File: src/hw/rtl/pfdm_pkg.sv
// Shared constants, codes and types of the PWM frequency and duty meter.
`timescale 1ns / 1ps
`default_nettype none
package pfdm_pkg;

	localparam int TIME_WIDTH_DEF = 32;
	localparam int TS_W           = 32;
	localparam int TPS_W          = 24;
	localparam int FIELD_W        = 32;
	localparam int DUTY_W         = 15;

	localparam logic [TPS_W-1:0]  TPS_RESET    = 24'd1000000;
	localparam logic [DUTY_W-1:0] DUTY_FULL_Q8 = 15'd25600;

	typedef enum logic [1:0] {
		CMD_RISE   = 2'd0,
		CMD_FALL   = 2'd1,
		CMD_REPORT = 2'd2
	} cmd_t;

	typedef enum logic [2:0] {
		S_IDLE,
		S_AVG_GO,
		S_AVG_RUN,
		S_FREQ_GO,
		S_FREQ_RUN,
		S_DUTY_GO,
		S_DUTY_RUN,
		S_DONE
	} state_t;

	typedef struct packed {
		logic busy;
		logic done;
	} div_stat_t;

endpackage
`default_nettype wire

File: src/hw/rtl/pfdm_in_if.sv
// Input channel: edge and report words with valid/ready.
`timescale 1ns / 1ps
`default_nettype none
interface pfdm_in_if;
	import pfdm_pkg::*;

	logic              valid;
	logic              ready;
	logic [1:0]        cmd;
	logic [TS_W-1:0]   timestamp;

	modport source (output valid, output cmd, output timestamp, input ready);
	modport sink   (input valid, input cmd, input timestamp, output ready);
endinterface
`default_nettype wire

File: src/hw/rtl/pfdm_out_if.sv
// Result channel: measurement words with valid/ready.
`timescale 1ns / 1ps
`default_nettype none
interface pfdm_out_if;
	import pfdm_pkg::*;

	logic               valid;
	logic               ready;
	logic [FIELD_W-1:0] frequency_q8;
	logic [DUTY_W-1:0]  duty_q8;
	logic [FIELD_W-1:0] period_ticks;
	logic [FIELD_W-1:0] high_ticks;
	logic [FIELD_W-1:0] low_ticks;

	modport source (output valid, output frequency_q8, output duty_q8, output period_ticks,
		output high_ticks, output low_ticks, input ready);
	modport sink   (input valid, input frequency_q8, input duty_q8, input period_ticks,
		input high_ticks, input low_ticks, output ready);
endinterface
`default_nettype wire

File: src/hw/rtl/pfdm_cfg_if.sv
// Configuration write channel for the tick rate register.
`timescale 1ns / 1ps
`default_nettype none
interface pfdm_cfg_if;
	import pfdm_pkg::*;

	logic             valid;
	logic             ready;
	logic [TPS_W-1:0] ticks_per_second;

	modport source (output valid, output ticks_per_second, input ready);
	modport sink   (input valid, input ticks_per_second, output ready);
endinterface
`default_nettype wire

File: src/hw/rtl/pfdm_div.sv
// Shared restoring divider, one quotient bit per cycle.
`timescale 1ns / 1ps
`default_nettype none
module pfdm_div #(
	parameter int NW = 47,
	parameter int DW = 32,
	parameter int CW = 6
) (
	input  wire logic              clk,
	input  wire logic              arst_n,
	input  wire logic              start,
	input  wire logic [NW-1:0]     num,
	input  wire logic [DW-1:0]     den,
	input  wire logic [CW-1:0]     steps,
	output pfdm_pkg::div_stat_t    stat,
	output logic [NW-1:0]          quot
);
	import pfdm_pkg::*;

	logic [NW-1:0] num_q;
	logic [NW-1:0] quot_q;
	logic [DW:0]   rem_q;
	logic [DW-1:0] den_q;
	logic [CW-1:0] cnt_q;
	logic          busy_q;
	logic          done_q;

	logic [DW:0]   rem_sh;
	logic [DW+1:0] diff;
	logic          ge;

	// The remainder stays below the divisor, so the shifted value fits in DW+1 bits.
	assign rem_sh = {rem_q[DW-1:0], num_q[NW-1]};
	assign diff   = {1'b0, rem_sh} - {2'b00, den_q};
	assign ge     = ~diff[DW+1];

	always_ff @(posedge clk or negedge arst_n) begin
		if (!arst_n) begin
			busy_q <= 1'b0;
			done_q <= 1'b0;
			cnt_q  <= '0;
		end else begin
			done_q <= 1'b0;
			if (start) begin
				busy_q <= 1'b1;
				cnt_q  <= steps;
			end else if (busy_q) begin
				cnt_q <= cnt_q - 1'b1;
				if (cnt_q == CW'(1)) begin
					busy_q <= 1'b0;
					done_q <= 1'b1;
				end
			end
		end
	end

	always_ff @(posedge clk) begin
		if (start) begin
			num_q  <= num;
			den_q  <= den;
			rem_q  <= '0;
			quot_q <= '0;
		end else if (busy_q) begin
			num_q  <= num_q << 1;
			rem_q  <= ge ? diff[DW:0] : rem_sh;
			quot_q <= {quot_q[NW-2:0], ge};
		end
	end

	assign stat.busy = busy_q;
	assign stat.done = done_q;
	assign quot      = quot_q;

	a_start_idle: assert property (@(posedge clk) disable iff (!arst_n)
		start |-> !busy_q) else $error("divider started while busy");
	a_busy_count: assert property (@(posedge clk) disable iff (!arst_n)
		busy_q |-> cnt_q != '0) else $error("divider busy with no steps left");
	a_done_after_busy: assert property (@(posedge clk) disable iff (!arst_n)
		done_q |-> $past(busy_q)) else $error("divider done without running");
endmodule
`default_nettype wire

File: src/hw/rtl/pwm_frequency_duty_meter.sv
// Top level of the PWM frequency and duty meter.
// Usage:
// The item channel carries words of cmd and timestamp: a rising edge, a falling
// edge, or a report request. Edge words update the stored rise and fall times,
// the high, low and period times, and the period sum and count.
// A report word, once a full period has been seen since the last report, yields
// one word on the result channel; otherwise it is dropped and changes nothing.
// A report runs three divisions in turn on one shared divider that produces one
// quotient bit per cycle: the average period (TIME_WIDTH steps), the frequency
// (32 steps) and the duty cycle (TIME_WIDTH + 15 steps). A division with a zero
// divisor or a saturated duty is skipped. The item channel is not ready during a
// report until its result is placed in the output register. The output register
// holds one result; edge words keep being accepted while it waits, and a report
// that finishes while it is still full waits for it to drain. The cfg channel is
// always ready and writes ticks_per_second; write it only while the block is idle.
// Reset clears all measurements and sets the tick rate to 1 MHz.
`timescale 1ns / 1ps
`default_nettype none
module pwm_frequency_duty_meter #(
	parameter int TIME_WIDTH = pfdm_pkg::TIME_WIDTH_DEF
) (
	input  wire logic   clk,
	input  wire logic   arst_n,
	pfdm_in_if.sink     item,
	pfdm_out_if.source  result,
	pfdm_cfg_if.sink    cfg
);
	import pfdm_pkg::*;

	localparam int TW = TIME_WIDTH;
	localparam int DW = (TW > 32) ? TW : 32;
	localparam int NW = ((TW + 15) > 32) ? (TW + 15) : 32;
	localparam int CW = $clog2(NW + 1);

	state_t state_q, state_d;

	logic [TPS_W-1:0]  tps_q;
	logic [TW-1:0]     last_rise_q, last_fall_q;
	logic              rise_seen_q, fall_seen_q;
	logic [TW-1:0]     high_q, low_q, period_q, sum_q;
	logic [31:0]       count_q;
	logic              cycle_done_q;
	logic [TW-1:0]     avg_q;
	logic [31:0]       freq_q;
	logic [DUTY_W-1:0] duty_q;

	logic               out_valid_q;
	logic [FIELD_W-1:0] out_freq_q, out_period_q, out_high_q, out_low_q;
	logic [DUTY_W-1:0]  out_duty_q;

	logic              in_acc;
	logic [TW-1:0]     ts_w, rise_diff, fall_diff;
	logic [TW+14:0]    high_x;
	logic              load_out;

	logic              div_start;
	logic [NW-1:0]     div_num;
	logic [DW-1:0]     div_den;
	logic [CW-1:0]     div_steps;
	div_stat_t         div_stat;
	logic [NW-1:0]     div_quot;

	assign item.ready = (state_q == S_IDLE);
	assign in_acc     = item.valid && item.ready;
	assign cfg.ready  = 1'b1;

	assign ts_w      = TW'(item.timestamp);
	assign rise_diff = ts_w - last_rise_q;
	assign fall_diff = ts_w - last_fall_q;

	// 25600 = 2^14 + 2^13 + 2^10
	assign high_x = ((TW+15)'(high_q) << 14) + ((TW+15)'(high_q) << 13)
		+ ((TW+15)'(high_q) << 10);

	assign load_out = (state_q == S_DONE) && (!out_valid_q || result.ready);

	always_ff @(posedge clk or negedge arst_n) begin
		if (!arst_n) begin
			tps_q <= TPS_RESET;
		end else if (cfg.valid) begin
			tps_q <= cfg.ticks_per_second;
		end
	end

	always_ff @(posedge clk or negedge arst_n) begin
		if (!arst_n) begin
			state_q <= S_IDLE;
		end else begin
			state_q <= state_d;
		end
	end

	always_comb begin
		state_d   = state_q;
		div_start = 1'b0;
		div_num   = NW'(sum_q) << (NW - TW);
		div_den   = DW'(count_q);
		div_steps = CW'(TW);
		case (state_q)
			S_IDLE: begin
				if (in_acc && item.cmd == CMD_REPORT && cycle_done_q) begin
					state_d = S_AVG_GO;
				end
			end
			S_AVG_GO: begin
				if (count_q != '0) begin
					div_start = 1'b1;
					state_d   = S_AVG_RUN;
				end else begin
					state_d = S_FREQ_GO;
				end
			end
			S_AVG_RUN: begin
				if (div_stat.done) begin
					state_d = S_FREQ_GO;
				end
			end
			S_FREQ_GO: begin
				div_num   = NW'({tps_q, 8'h00}) << (NW - 32);
				div_den   = DW'(avg_q);
				div_steps = CW'(32);
				if (avg_q != '0) begin
					div_start = 1'b1;
					state_d   = S_FREQ_RUN;
				end else begin
					state_d = S_DUTY_GO;
				end
			end
			S_FREQ_RUN: begin
				if (div_stat.done) begin
					state_d = S_DUTY_GO;
				end
			end
			S_DUTY_GO: begin
				div_num   = NW'(high_x) << (NW - (TW + 15));
				div_den   = DW'(period_q);
				div_steps = CW'(TW + 15);
				if (period_q != '0 && high_q < period_q) begin
					div_start = 1'b1;
					state_d   = S_DUTY_RUN;
				end else begin
					state_d = S_DONE;
				end
			end
			S_DUTY_RUN: begin
				if (div_stat.done) begin
					state_d = S_DONE;
				end
			end
			S_DONE: begin
				if (load_out) begin
					state_d = S_IDLE;
				end
			end
			default: begin
				state_d = S_IDLE;
			end
		endcase
	end

	// Results of the three division phases.
	always_ff @(posedge clk) begin
		case (state_q)
			S_AVG_GO: begin
				if (count_q == '0) avg_q <= '0;
			end
			S_AVG_RUN: begin
				if (div_stat.done) avg_q <= div_quot[TW-1:0];
			end
			S_FREQ_GO: begin
				if (avg_q == '0) freq_q <= '0;
			end
			S_FREQ_RUN: begin
				if (div_stat.done) freq_q <= div_quot[31:0];
			end
			S_DUTY_GO: begin
				if (period_q == '0) begin
					duty_q <= '0;
				end else if (high_q >= period_q) begin
					duty_q <= DUTY_FULL_Q8;
				end
			end
			S_DUTY_RUN: begin
				if (div_stat.done) duty_q <= div_quot[DUTY_W-1:0];
			end
			default: begin
			end
		endcase
	end

	always_ff @(posedge clk or negedge arst_n) begin
		if (!arst_n) begin
			last_rise_q  <= '0;
			last_fall_q  <= '0;
			rise_seen_q  <= 1'b0;
			fall_seen_q  <= 1'b0;
			high_q       <= '0;
			low_q        <= '0;
			period_q     <= '0;
			sum_q        <= '0;
			count_q      <= '0;
			cycle_done_q <= 1'b0;
		end else if (in_acc) begin
			case (item.cmd)
				CMD_RISE: begin
					if (fall_seen_q) low_q <= fall_diff;
					if (rise_seen_q) begin
						period_q     <= rise_diff;
						sum_q        <= sum_q + rise_diff;
						count_q      <= count_q + 1'b1;
						cycle_done_q <= 1'b1;
					end
					last_rise_q <= ts_w;
					rise_seen_q <= 1'b1;
				end
				CMD_FALL: begin
					if (rise_seen_q) high_q <= rise_diff;
					last_fall_q <= ts_w;
					fall_seen_q <= 1'b1;
				end
				default: begin
				end
			endcase
		end else if (load_out) begin
			sum_q        <= '0;
			count_q      <= '0;
			cycle_done_q <= 1'b0;
		end
	end

	always_ff @(posedge clk or negedge arst_n) begin
		if (!arst_n) begin
			out_valid_q <= 1'b0;
		end else if (load_out) begin
			out_valid_q <= 1'b1;
		end else if (result.ready) begin
			out_valid_q <= 1'b0;
		end
	end

	always_ff @(posedge clk) begin
		if (load_out) begin
			out_freq_q   <= freq_q;
			out_duty_q   <= duty_q;
			out_period_q <= FIELD_W'(period_q);
			out_high_q   <= FIELD_W'(high_q);
			out_low_q    <= FIELD_W'(low_q);
		end
	end

	assign result.valid        = out_valid_q;
	assign result.frequency_q8 = out_freq_q;
	assign result.duty_q8      = out_duty_q;
	assign result.period_ticks = out_period_q;
	assign result.high_ticks   = out_high_q;
	assign result.low_ticks    = out_low_q;

	pfdm_div #(
		.NW (NW),
		.DW (DW),
		.CW (CW)
	) u_div (
		.clk    (clk),
		.arst_n (arst_n),
		.start  (div_start),
		.num    (div_num),
		.den    (div_den),
		.steps  (div_steps),
		.stat   (div_stat),
		.quot   (div_quot)
	);

	a_done_in_run: assert property (@(posedge clk) disable iff (!arst_n)
		div_stat.done |-> (state_q == S_AVG_RUN || state_q == S_FREQ_RUN
			|| state_q == S_DUTY_RUN)) else $error("division finished outside a run phase");
	a_duty_range: assert property (@(posedge clk) disable iff (!arst_n)
		out_valid_q |-> out_duty_q <= DUTY_FULL_Q8) else $error("duty above full scale");
	a_clear_totals: assert property (@(posedge clk) disable iff (!arst_n)
		!cycle_done_q |-> (sum_q == '0 && count_q == '0))
		else $error("period totals set with no completed cycle");
endmodule
`default_nettype wire

File: src/flat_wrapper.sv
// flat-port wrapper written by rule: the top's interface ports become plain ports
module pwm_frequency_duty_meter_flat import pfdm_pkg::*;
#(
	parameter int TIME_WIDTH = pfdm_pkg::TIME_WIDTH_DEF
)
  (clk, arst_n, item_valid, item_cmd, item_timestamp, item_ready, result_valid, result_frequency_q8, result_duty_q8, result_period_ticks, result_high_ticks, result_low_ticks, result_ready, cfg_valid, cfg_ticks_per_second, cfg_ready);
  pfdm_in_if item_i ();
  pfdm_out_if result_i ();
  pfdm_cfg_if cfg_i ();
  input  wire logic clk;
  input  wire logic arst_n;
  input wire logic [$bits(item_i.valid)-1:0] item_valid;
  input wire logic [$bits(item_i.cmd)-1:0] item_cmd;
  input wire logic [$bits(item_i.timestamp)-1:0] item_timestamp;
  output wire logic [$bits(item_i.ready)-1:0] item_ready;
  output wire logic [$bits(result_i.valid)-1:0] result_valid;
  output wire logic [$bits(result_i.frequency_q8)-1:0] result_frequency_q8;
  output wire logic [$bits(result_i.duty_q8)-1:0] result_duty_q8;
  output wire logic [$bits(result_i.period_ticks)-1:0] result_period_ticks;
  output wire logic [$bits(result_i.high_ticks)-1:0] result_high_ticks;
  output wire logic [$bits(result_i.low_ticks)-1:0] result_low_ticks;
  input wire logic [$bits(result_i.ready)-1:0] result_ready;
  input wire logic [$bits(cfg_i.valid)-1:0] cfg_valid;
  input wire logic [$bits(cfg_i.ticks_per_second)-1:0] cfg_ticks_per_second;
  output wire logic [$bits(cfg_i.ready)-1:0] cfg_ready;
  assign item_i.valid = item_valid;
  assign item_i.cmd = item_cmd;
  assign item_i.timestamp = item_timestamp;
  assign item_ready = item_i.ready;
  assign result_valid = result_i.valid;
  assign result_frequency_q8 = result_i.frequency_q8;
  assign result_duty_q8 = result_i.duty_q8;
  assign result_period_ticks = result_i.period_ticks;
  assign result_high_ticks = result_i.high_ticks;
  assign result_low_ticks = result_i.low_ticks;
  assign result_i.ready = result_ready;
  assign cfg_i.valid = cfg_valid;
  assign cfg_i.ticks_per_second = cfg_ticks_per_second;
  assign cfg_ready = cfg_i.ready;
  pwm_frequency_duty_meter #(.TIME_WIDTH(TIME_WIDTH)) u_core (.clk(clk), .arst_n(arst_n), .item(item_i), .result(result_i), .cfg(cfg_i));
endmodule
File: config.mk
export PLATFORM = sky130hd
export DESIGN_NAME = pwm_frequency_duty_meter_flat
export DESIGN_NICKNAME = d
export VERILOG_FILES = /design/src/hw/rtl/pfdm_pkg.sv /design/src/hw/rtl/pfdm_in_if.sv /design/src/hw/rtl/pfdm_out_if.sv /design/src/hw/rtl/pfdm_cfg_if.sv /design/src/hw/rtl/pfdm_div.sv /design/src/hw/rtl/pwm_frequency_duty_meter.sv /design/src/flat_wrapper.sv
export SDC_FILE = /design/constraint.sdc
export NUM_CORES = 1
export LEC_CHECK = 0
export BUFFER_PORTS_ARGS = -buffer_cell sky130_fd_sc_hd__buf_2
export CAP_MARGIN = 20
export CELL_PAD_IN_SITES_DETAIL_PLACEMENT = 2
export CELL_PAD_IN_SITES_GLOBAL_PLACEMENT = 2
export CORE_MARGIN = 2
export CORE_UTILIZATION = 24
export CTS_BUF_LIST = sky130_fd_sc_hd__clkbuf_16
export CTS_CLUSTER_SIZE = 28
export DETAILED_ROUTE_END_ITERATION = 7
export PLACE_DENSITY_LB_ADDON = 0.1
export SLEW_MARGIN = 20
export SYNTH_ARGS = -nofsm -noshare
export SYNTH_HDL_FRONTEND = slang
export SYNTH_SLANG_ARGS = --single-unit
File: constraint.sdc
create_clock -name clk -period 6.16 [get_ports clk]
set_input_delay 0.308 -clock clk [delete_from_list [all_inputs] [get_ports clk]]
set_output_delay 0.308 -clock clk [all_outputs]
set_load 0.05 [all_outputs]
==> results of run 1 <==
-- final timing paths --
check                      cells after the start                        endpoint                   from
setup / recovery                              20                u_core.sum_q[30]  u_core.last_rise_q[1]
hold / removal                                 3             u_core.result.valid           result_ready
setup reg to reg                              20                u_core.sum_q[30]  u_core.last_rise_q[1]
hold reg to reg                                0  u_core.result.frequency_q8[31]      u_core.freq_q[31]
max in group asynchronous                      3                 u_core.tps_q[7]                 arst_n
min in group asynchronous                      2                 u_core.low_q[4]                 arst_n
-- cells by family after synthesis --
family	count (synthesis)	synth area share
other	1	0.0001137
buffers and inverters	314	0.03656
AND/OR/NAND/NOR	910	0.1303
XOR/XNOR	135	0.03626
flip-flops	618	0.5035
multiplexers	100	0.03266
adder cells (fa/ha/maj)	238	0.09778
AO/OA/AOI/OAI	846	0.1628
-- metrics by stage --
step                      instance area (sq um)  instances  total power, uW
after global routing                      39380       5276             9822
after CTS                                 39380       5276             9664
after floorplan                           32990       3162             4520
after detailed placement                  36120       5068             4665
after global placement                    36120       5068             4657
final                                     39400       5283             9444
-- cell usage after synthesis (all sizes together) (55+ instances only) --
cell	n
a31oi	55
dfxtp	64
xor2	59
nand2	346
inv	183
ha	205
o21ai	303
a21oi	155
xnor2	75
nand3	93
dfrtp	256
edfxtp	291
clkbuf	105
mux2	61
and3	77
a21o	97
nor2	169
-- registers in the layout, indices dropped and copies added (netlist names), 3 cells and up --
register / cells
u_core.last_rise_q: 32
u_core.duty_q: 15
u_core.tps_q: 24
u_core.u_div.cnt_q: 6
u_core.result.frequency_q8: 32
u_core.freq_q: 32
u_core.u_div.rem_q: 32
u_core.result.high_ticks: 32
u_core.result.low_ticks: 32
u_core.u_div.num_q: 37
u_core.last_fall_q: 32
u_core.sum_q: 32
u_core.count_q: 32
u_core.avg_q: 32
u_core.result.duty_q8: 15
u_core.low_q: 32
u_core.u_div.quot: 32
u_core.u_div.den_q: 32
u_core.state_q: 3
u_core.high_q: 32
u_core.result.period_ticks: 32
u_core.period_q: 32
-- worst min-delay path, cell delays in order --
cell      delay [ns]
buf_2           0.07
nand2b_1        0.24
nand2_1         0.09
-- where the power goes --
group | switching (uW) | internal (uW) | leakage [uW]
clock network | 2010 | 2840 | 0.00137
logic | 168 | 109 | 0.00998
registers | 15.8 | 4310 | 0.00647
total | 2190 | 7250 | 0.0178
-- layer usage --
metal  track usage  vias to the layer above  share of wire  wire length [um]
met3       0.02646                      148          0.033              3976
met1        0.2136                    13120           0.43             52180
li1              -                    11960              -                 -
met4       0.05128                        2          0.029              3482
met5             0                        -       0.000058                 7
met2        0.3064                      342           0.51             61110
-- layout make-up --
cell class,count,area [sq um],share of cell area
Sequential cell,618,16610,0.4217
Multi-Input combinational cell,2230,15230,0.3866
Tap cell,1794,2245,0.05698
Clock buffer,85,2127,0.05399
Timing Repair Buffer,299,1904,0.04834
Inverter,184,696.9,0.01769
Clock inverter,66,561.8,0.01426
Antenna cell,7,17.52,0.0004446
==> impl_metrics.csv, run 1 <==
group,metric,value,unit
critical_path,arrival,6.09,ns
timing,maxSlewViolCount,0,
synthesis,ys.flop_type,"edfxtp_1",
critical_path,path_max_fanout,5,
floorplan,die_height,374.7,um
critical_path,required,6.77,ns
clock_network,clockBufferDepth,3,
power,powerDensity,239.7,nW/um^2
flow_run,drv_cap,0,
floorplan,core_area,137000,sq um
global_route,track_usage,0.1722,
global_route,grt_overflow,0,
clock_network,path_clk_slew,0.06,ns
critical_path,slowest_stage,"o41ai_1",
synthesis,synthArstFlopShare,0.4256,
finish,drive_above_1_share,0.1376,
timing,hold_viol_final,0,
synthesis,syn_nets,3463,
clock_network,cts_max_level,3,
clock_network,clk_latency,0.69,ns
placement,gp_congestion,0.8327,
clock_network,cts_root_buf,"clkbuf_16",
routing,dr.pass1.iters,5,
synthesis,synth_top_cell_area_share,0.2649,
synthesis,postSynthCellCount,3162,
routing,drc_errors,0,
synthesis,ys_ff_latch,618,
global_route,grt_first_pass_wirelength,183200,um
floorplan,initial_utilization,0.2408,
power,peakVddDrop,0.0001603,V
synthesis,synth_area,32990,sq um
global_route,antenna_found_initial,4,
synthesis,avgSynthCellArea,10.43,sq um
placement,hpwlAfterDp,91020,um
finish,layout_commonest_cell,"nand2_1",
global_route,grt_max_degree,90,
critical_path,critical_path_buf_inv_count,1,
min_path,hp-class,"in -> reg",
critical_path,path_class,"reg -> reg",
critical_path,critPathMaxStageDelay,0.65,ns
timing,rsz0062_at_grt,"no",
routing,num_vias,25580,
synthesis,synth_top_area_cell,"edfxtp_1",
clock_network,cts-resized-gates,0,
run_status,status,"completed",
timing,period_needed,5.478,ns
floorplan,fp-row-count,136,
timing,slew_headroom,0.3151,
floorplan,fp.dieW,374.7,um
synthesis,synth_cell_types,91,
critical_path,critical_path.top_delay_family,"compound AO/OA/AOI/OAI gates",
critical_path,endpoint_kind,"register",
finish,area_growth,19.43,%
placement,port_buffers,207,
clock_network,cts_sinks,618,
clock_network,cts_tree,"done",
timing,finalCritPeriodShare,0.8893,
finish,final_util,0.2876,
clock_network,cts_setup_buffers,0,
routing,wl_per_cell,22.86,um
finish,n_fill_cell,14960,
timing,layout_setup_ws,0.6816,ns
synthesis,yosysWarnings,0,
floorplan,io_pins,209,
routing,route.antenna.remaining_nets,0,
timing,worstMarginPinSlew,1.024,ns
clock_network,holdBufCountCts,57,
routing,routed_wirelength,120800,um
routing,viasPerCell,4.842,
critical_path,cp_cell_sequence,"inv_1, ha_1, nor2b_1, o31a_1, o211ai_1, a31oi_1, o21ai_1, a21oi_1, a21o_1, a21oi_1, xnor2_1, ha_1, and2_1, nand4_1, o21ai_0, nor3_1, o41ai_1, a21oi_1, or4_1, nand3_1",
clock_network,cts_buffers,81,
critical_path,critical_path.most_common_cell,"a21oi_1",
timing,final.setup.tns,0,ns
synthesis,synth.area.top_cells,"edfxtp_1 (26%), dfrtp_1 (19%), ha_1 (7.8%)",
critical_path,cp-start-kind,"register",
floorplan,die-area,140400,sq um
finish,nNetsFinal,3715,
timing,skew,0.02179,ns
synthesis,synth-edff-count,291,
timing,setup_violations,0,
critical_path,r2r_slack,0.68,ns
finish,layout_common_cells,"nand2_1 (343), o21ai_0 (293), edfxtp_1 (291)",
synthesis,ys_seq_area_frac,0.5035,
global_route,grt_pass1_vias,28360,
placement,dp_worst_setup_slack,0.6384,ns
power,p_leak,0.01782,uW
timing,fmax,182.5,MHz
timing,hold_ws,0.06383,ns
routing,drt_iter0_markers,1121,
No activity file was read; power rests on OpenSTA's default activity.
==> run 2, diff against run 1 <==
--- a/config.mk
+++ b/config.mk
@@ -9,6 +9,7 @@
 export CAP_MARGIN = 20
 export CELL_PAD_IN_SITES_DETAIL_PLACEMENT = 2
 export CELL_PAD_IN_SITES_GLOBAL_PLACEMENT = 2
+export CORE_ASPECT_RATIO = 0.75
 export CORE_MARGIN = 2
 export CORE_UTILIZATION = 24
 export CTS_BUF_LIST = sky130_fd_sc_hd__clkbuf_16
==> run 2 against run 1 <==
Net effect: first-iteration DRC count rose by 31%; clock power fell by 3%; global-route usage rose by 0.18 points; maximum frequency rose by 1.1%; register-to-register slack improved by 0.06 ns; utilization rose by 0.057 points; final cell count fell by 0.55%; worst setup slack improved by 0.057 ns; critical path depth rose by 1; clock skew rose by 0.016 ns; sequential power barely moved; critical path type unchanged; largest power group unchanged; highest routed layer unchanged.
==> impl_metrics.csv, run 2 (synthesis gave the netlist of run 1 again) <==
group,metric,value,unit
clock_network,cts_setup_buffers,0,
floorplan,fp.dieW,432.1,um
finish,drive_above_1_share,0.1341,
run_status,status,"completed",
global_route,grt_first_pass_wirelength,184800,um
floorplan,fp-row-count,117,
floorplan,die-area,140500,sq um
timing,layout_setup_ws,0.7386,ns
global_route,grt_max_degree,145,
critical_path,critical_path.top_delay_family,"compound AO/OA/AOI/OAI gates",
routing,drc_errors,0,
routing,drt_iter0_markers,1471,
finish,area_growth,18.81,%
critical_path,critical_path.most_common_cell,"nand2_1",
clock_network,cts_buffers,75,
clock_network,cts_max_level,3,
timing,rsz0062_at_grt,"no",
critical_path,required,6.73,ns
power,peakVddDrop,0.0001707,V
timing,finalCritPeriodShare,0.8801,
placement,dp_worst_setup_slack,0.7187,ns
clock_network,cts-resized-gates,0,
critical_path,endpoint_kind,"register",
timing,slew_headroom,0.2845,
timing,fmax,184.5,MHz
critical_path,critPathMaxStageDelay,0.44,ns
timing,maxSlewViolCount,0,
critical_path,path_class,"reg -> reg",
floorplan,die_height,325.1,um
clock_network,path_clk_slew,0.06,ns
power,p_leak,0.01772,uW
placement,gp_congestion,0.8476,
clock_network,cts_root_buf,"clkbuf_16",
routing,viasPerCell,4.855,
finish,nNetsFinal,3707,
critical_path,arrival,5.99,ns
routing,num_vias,25510,
critical_path,cp_cell_sequence,"inv_1, ha_1, nor2b_1, o31a_1, o211ai_1, a31oi_1, o21ai_1, a21oi_1, a221o_1, a21oi_1, xnor2_1, ha_1, nand2_1, nor3_1, nand2_1, o31ai_1, a41oi_1, a31o_2, xnor3_1, mux2i_1, nand2_1",
critical_path,critical_path_buf_inv_count,1,
timing,skew,0.03752,ns
timing,period_needed,5.421,ns
placement,port_buffers,207,
finish,largest-register,"u_core.u_div.num_q",
min_path,hp-class,"in -> async",
clock_network,holdBufCountCts,58,
finish,layout_common_cells,"nand2_1 (342), o21ai_0 (293), edfxtp_1 (291)",
routing,wl_per_cell,23.33,um
routing,route.antenna.remaining_nets,0,
finish,largest_reg_flops,37,
clock_network,clk_latency,0.70,ns
global_route,antenna_found_initial,7,
finish,layout_commonest_cell,"nand2_1",
power,powerDensity,237.1,nW/um^2
timing,setup_violations,0,
floorplan,initial_utilization,0.2426,
critical_path,path_max_fanout,4,
clock_network,cts_sinks,618,
floorplan,core_area,136000,sq um
global_route,grt_pass1_vias,27690,
global_route,grt_overflow,0,
critical_path,cp-start-kind,"register",
timing,worstMarginPinSlew,1.073,ns
flow_run,drv_cap,0,
clock_network,clockBufferDepth,3,
floorplan,io_pins,209,
routing,dr.pass1.iters,5,
placement,hpwlAfterDp,92280,um
critical_path,slowest_stage,"o31ai_1",
routing,routed_wirelength,122600,um
global_route,track_usage,0.1740,
timing,final.setup.tns,0,ns
timing,hold_viol_final,0,
finish,n_fill_cell,14840,
clock_network,cts_tree,"done",
run 2: worst reg2reg max path: cells and delay by family (launching register included):
kind	cells	cell delay [ns]
muxes	1	0.17
adders and majority gates	2	0.67
buffers and inverters	1	0.11
DFF	1	0.36
xor gates and xnor gates	2	0.58
AOI/OAI and AO/OA	10	2.68
and+or+nand+nor	5	0.74
run 2: final cells by class:
type,count,area (sq um),area share
diodes,1,2.502,0.00006385
clock buffers,76,1902,0.04853
clock inverters,63,621.8,0.01587
inverters,184,696.9,0.01778
multi-input cells,2230,15220,0.3885
flip-flops and latches,618,16610,0.4239
well taps,1785,2233,0.05699
repair buffers,297,1896,0.04837
run 2: metal layers:
metal | vias up | global-route usage | share of wire | wire length [um]
met1 | 13070 | 0.2665 | 0.53 | 64560
met3 | 146 | 0.02848 | 0.036 | 4412
met5 | - | 0 | 0.00011 | 13
li1 | 11920 | - | - | -
met4 | 2 | 0.04127 | 0.023 | 2834
met2 | 370 | 0.2515 | 0.41 | 50780
run 2: stage by stage:
step	instances	power, uW	hold WS, ns	util	cell area [sq um]
floorplan	3162	4520	0.01241	-	32990
global placement	5056	4662	0.2605	0.2653	36080
detailed placement	5056	4670	0.2714	0.2653	36080
CTS	5253	9491	0.1129	0.2881	39190
global route	5254	9655	0.1451	0.2882	39190
finish	5254	9294	0.1419	0.2882	39190
run 2: worst paths after layout:
path                                        from                        endpoint  slack [ns]  cells after the start
hold reg to reg                u_core.freq_q[22]  u_core.result.frequency_q8[22]        0.42                      0
setup reg to reg           u_core.last_rise_q[1]                u_core.sum_q[31]        0.74                     21
min in group clk                       cfg_valid                u_core.tps_q[22]        0.26                      2
hold / removal                            arst_n                u_core.tps_q[23]        0.14                      2
max in group asynchronous                 arst_n               u_core.state_q[2]        4.59                      3
setup / recovery           u_core.last_rise_q[1]                u_core.sum_q[31]        0.74                     21
run 2: report_power, final:
part	internal (uW)	switching, uW
Clock	2680	2000
Combinational	110	173
Sequential	4310	24.5
Total	7100	2200
==> run 3, diff against run 2 <==
--- a/config.mk
+++ b/config.mk
@@ -16,6 +16,7 @@
 export CTS_CLUSTER_SIZE = 28
 export DETAILED_ROUTE_END_ITERATION = 7
 export PLACE_DENSITY_LB_ADDON = 0.1
+export RECOVER_POWER = 50
 export SLEW_MARGIN = 20
 export SYNTH_ARGS = -nofsm -noshare
 export SYNTH_HDL_FRONTEND = slang
==> run 3 against run 2 <==
Net effect: highest routed layer unchanged; combinational power barely moved; critical path type unchanged; non-clock buffer count did not move; critical endpoint unchanged; the run now ends with capacitance limit, slew limit left; register-to-register slack barely moved; first-iteration DRC count rose by 3.3%; clock skew rose by 0.00052 ns; sequential cell count did not move.
==> impl_metrics.csv, run 3 (synthesis gave the netlist of run 1 again) <==
group,metric,value,unit
run_status,status,"finished, violations left",
run_status,violations,"capacitance limit, slew limit",
finish,layout_common_cells,"nand2_1 (342), o21ai_0 (293), edfxtp_1 (291)",
timing,maxSlewViolCount,202,
clock_network,path_clk_slew,0.06,ns
clock_network,cts_tree,"done",
clock_network,cts_buffers,75,
clock_network,cts_max_level,3,
timing,hold_viol_final,0,
critical_path,path_max_fanout,4,
finish,layout_commonest_cell,"nand2_1",
global_route,antenna_found_initial,7,
routing,viasPerCell,4.870,
finish,area_growth,18.15,%
floorplan,core_area,136000,sq um
floorplan,fp.dieW,432.1,um
placement,hpwlAfterDp,92280,um
routing,wl_per_cell,23.34,um
timing,setup_violations,0,
flow_run,drv_cap,4,
placement,place_area,36080,sq um
critical_path,endpoint_kind,"register",
finish,largest_reg_flops,37,
clock_network,clk_latency,0.70,ns
floorplan,initial_utilization,0.2426,
timing,hold_ws,0.2586,ns
global_route,grt_max_degree,145,
timing,slew_headroom,-1.140,
timing,worstMarginPinSlew,3.210,ns
floorplan,die_height,325.1,um
critical_path,r2r_slack,0.75,ns
timing,skew,0.03805,ns
timing,rsz0062_at_grt,"no",
global_route,grt_overflow,0,
timing,period_needed,5.411,ns
clock_network,clockBufferDepth,3,
timing,fmax,184.8,MHz
timing,final.setup.tns,0,ns
power,powerDensity,238.3,nW/um^2
placement,port_buffers,207,
global_route,grt_pass1_vias,27690,
timing,finalCritPeriodShare,0.8784,
routing,routed_wirelength,122600,um
floorplan,die-area,140500,sq um
clock_network,cts_root_buf,"clkbuf_16",
clock_network,cts_sinks,618,
finish,nNetsFinal,3707,
routing,num_vias,25590,
finish,n_fill_cell,14900,
routing,route.antenna.remaining_nets,0,
finish,largest-register,"u_core.u_div.num_q",
min_path,hp-class,"in -> reg",
finish,drive_above_1_share,0.08881,
floorplan,io_pins,209,
routing,dr.pass1.iters,5,
critical_path,required,6.73,ns
power,p_leak,0.01713,uW
power,peakVddDrop,0.0001725,V
critical_path,arrival,5.98,ns
routing,drt_iter0_markers,1519,
global_route,track_usage,0.1740,
routing,drc_errors,0,
global_route,grt_first_pass_wirelength,184800,um
floorplan,fp-row-count,117,
finish,fin_area,38970,sq um
power,fin_total_pwr,9288,uW
critical_path,path_class,"reg -> reg",
critical_path,cp-start-kind,"register",
placement,gp_congestion,0.8476,
==> run 3: cell count changes in the layout (fill, tap and decap cells not counted), sizes merged <==
cell | previous run | this run
buf | 239 | 89
clkbuf | 76 | 226
diode | 1 | 2
==> run 3: area by class of cell <==
class | instances | area [sq um] | share of cell area
repair buffers | 297 | 1684 | 0.04321
inverters | 184 | 696.9 | 0.01788
clock buffers | 76 | 1902 | 0.04880
flip-flops and latches | 618 | 16610 | 0.4263
multi-input cells | 2230 | 15220 | 0.3904
clock inverters | 63 | 621.8 | 0.01596
diodes | 2 | 5.005 | 0.0001284
well taps | 1785 | 2233 | 0.05731
==> run 3: metal layers <==
layer  wire length, um  track usage
met1             64690       0.2665
met3              4290      0.02848
met2             50810       0.2515
met4              2840      0.04127
met5                13            0
==> run 3: metrics by stage <==
step,util,std cells,worst slack [ns]
2_1_floorplan,-,3162,1.248
3_3_place_gp,0.2653,5056,0.8791
3_5_place_dp,0.2653,5056,0.7187
4_1_cts,0.2881,5253,0.7793
5_1_grt,0.2866,5254,0.3341
6_report,0.2866,5255,0.7488
==> run 3: worst max-delay path, cell delays in order, from the launching register on <==
cell and delay, ns:
dfrtp_1 0.36, inv_1 0.12, ha_1 0.25, nor2b_1 0.15, o31a_1 0.30, o211ai_1 0.25
a31oi_1 0.15, o21ai_1 0.32, a21oi_1 0.20, a221o_1 0.32, a21oi_1 0.19, xnor2_1 0.22
ha_1 0.41, nand2_1 0.07, nor3_1 0.28, nand2_1 0.16, o31ai_1 0.46, a41oi_1 0.23
a31o_2 0.26, xnor3_1 0.34, mux2i_1 0.17, nand2_1 0.08
==> run 3: timing repair <==
action | in CTS | in global routing
setup buffers | 0 | 0
hold endpoints to repair | 136 | 0
hold buffers | 58 | 0
gates resized for setup | 0 | 0
==> run 3: worst paths after layout <==
path,end,start,cells past startpoint
setup / recovery,u_core.sum_q[31],u_core.last_rise_q[1],21
hold / removal,u_core.tps_q[22],cfg_valid,2
setup reg to reg,u_core.sum_q[31],u_core.last_rise_q[1],21
hold reg to reg,u_core.result.frequency_q8[22],u_core.freq_q[22],0
max in group asynchronous,u_core.low_q[6],arst_n,3
min in group asynchronous,u_core.tps_q[23],arst_n,2
==> run 3: power breakdown <==
| group | leakage (uW) | total (uW) | switching, uW | internal [uW] |
|---|---|---|---|---|
| Clock | 0.00127 | 4680 | 2000 | 2680 |
| Sequential | 0.00646 | 4330 | 23.9 | 4300 |
| Combinational | 0.00940 | 282 | 173 | 109 |
| Total | 0.0171 | 9290 | 2190 | 7100 |
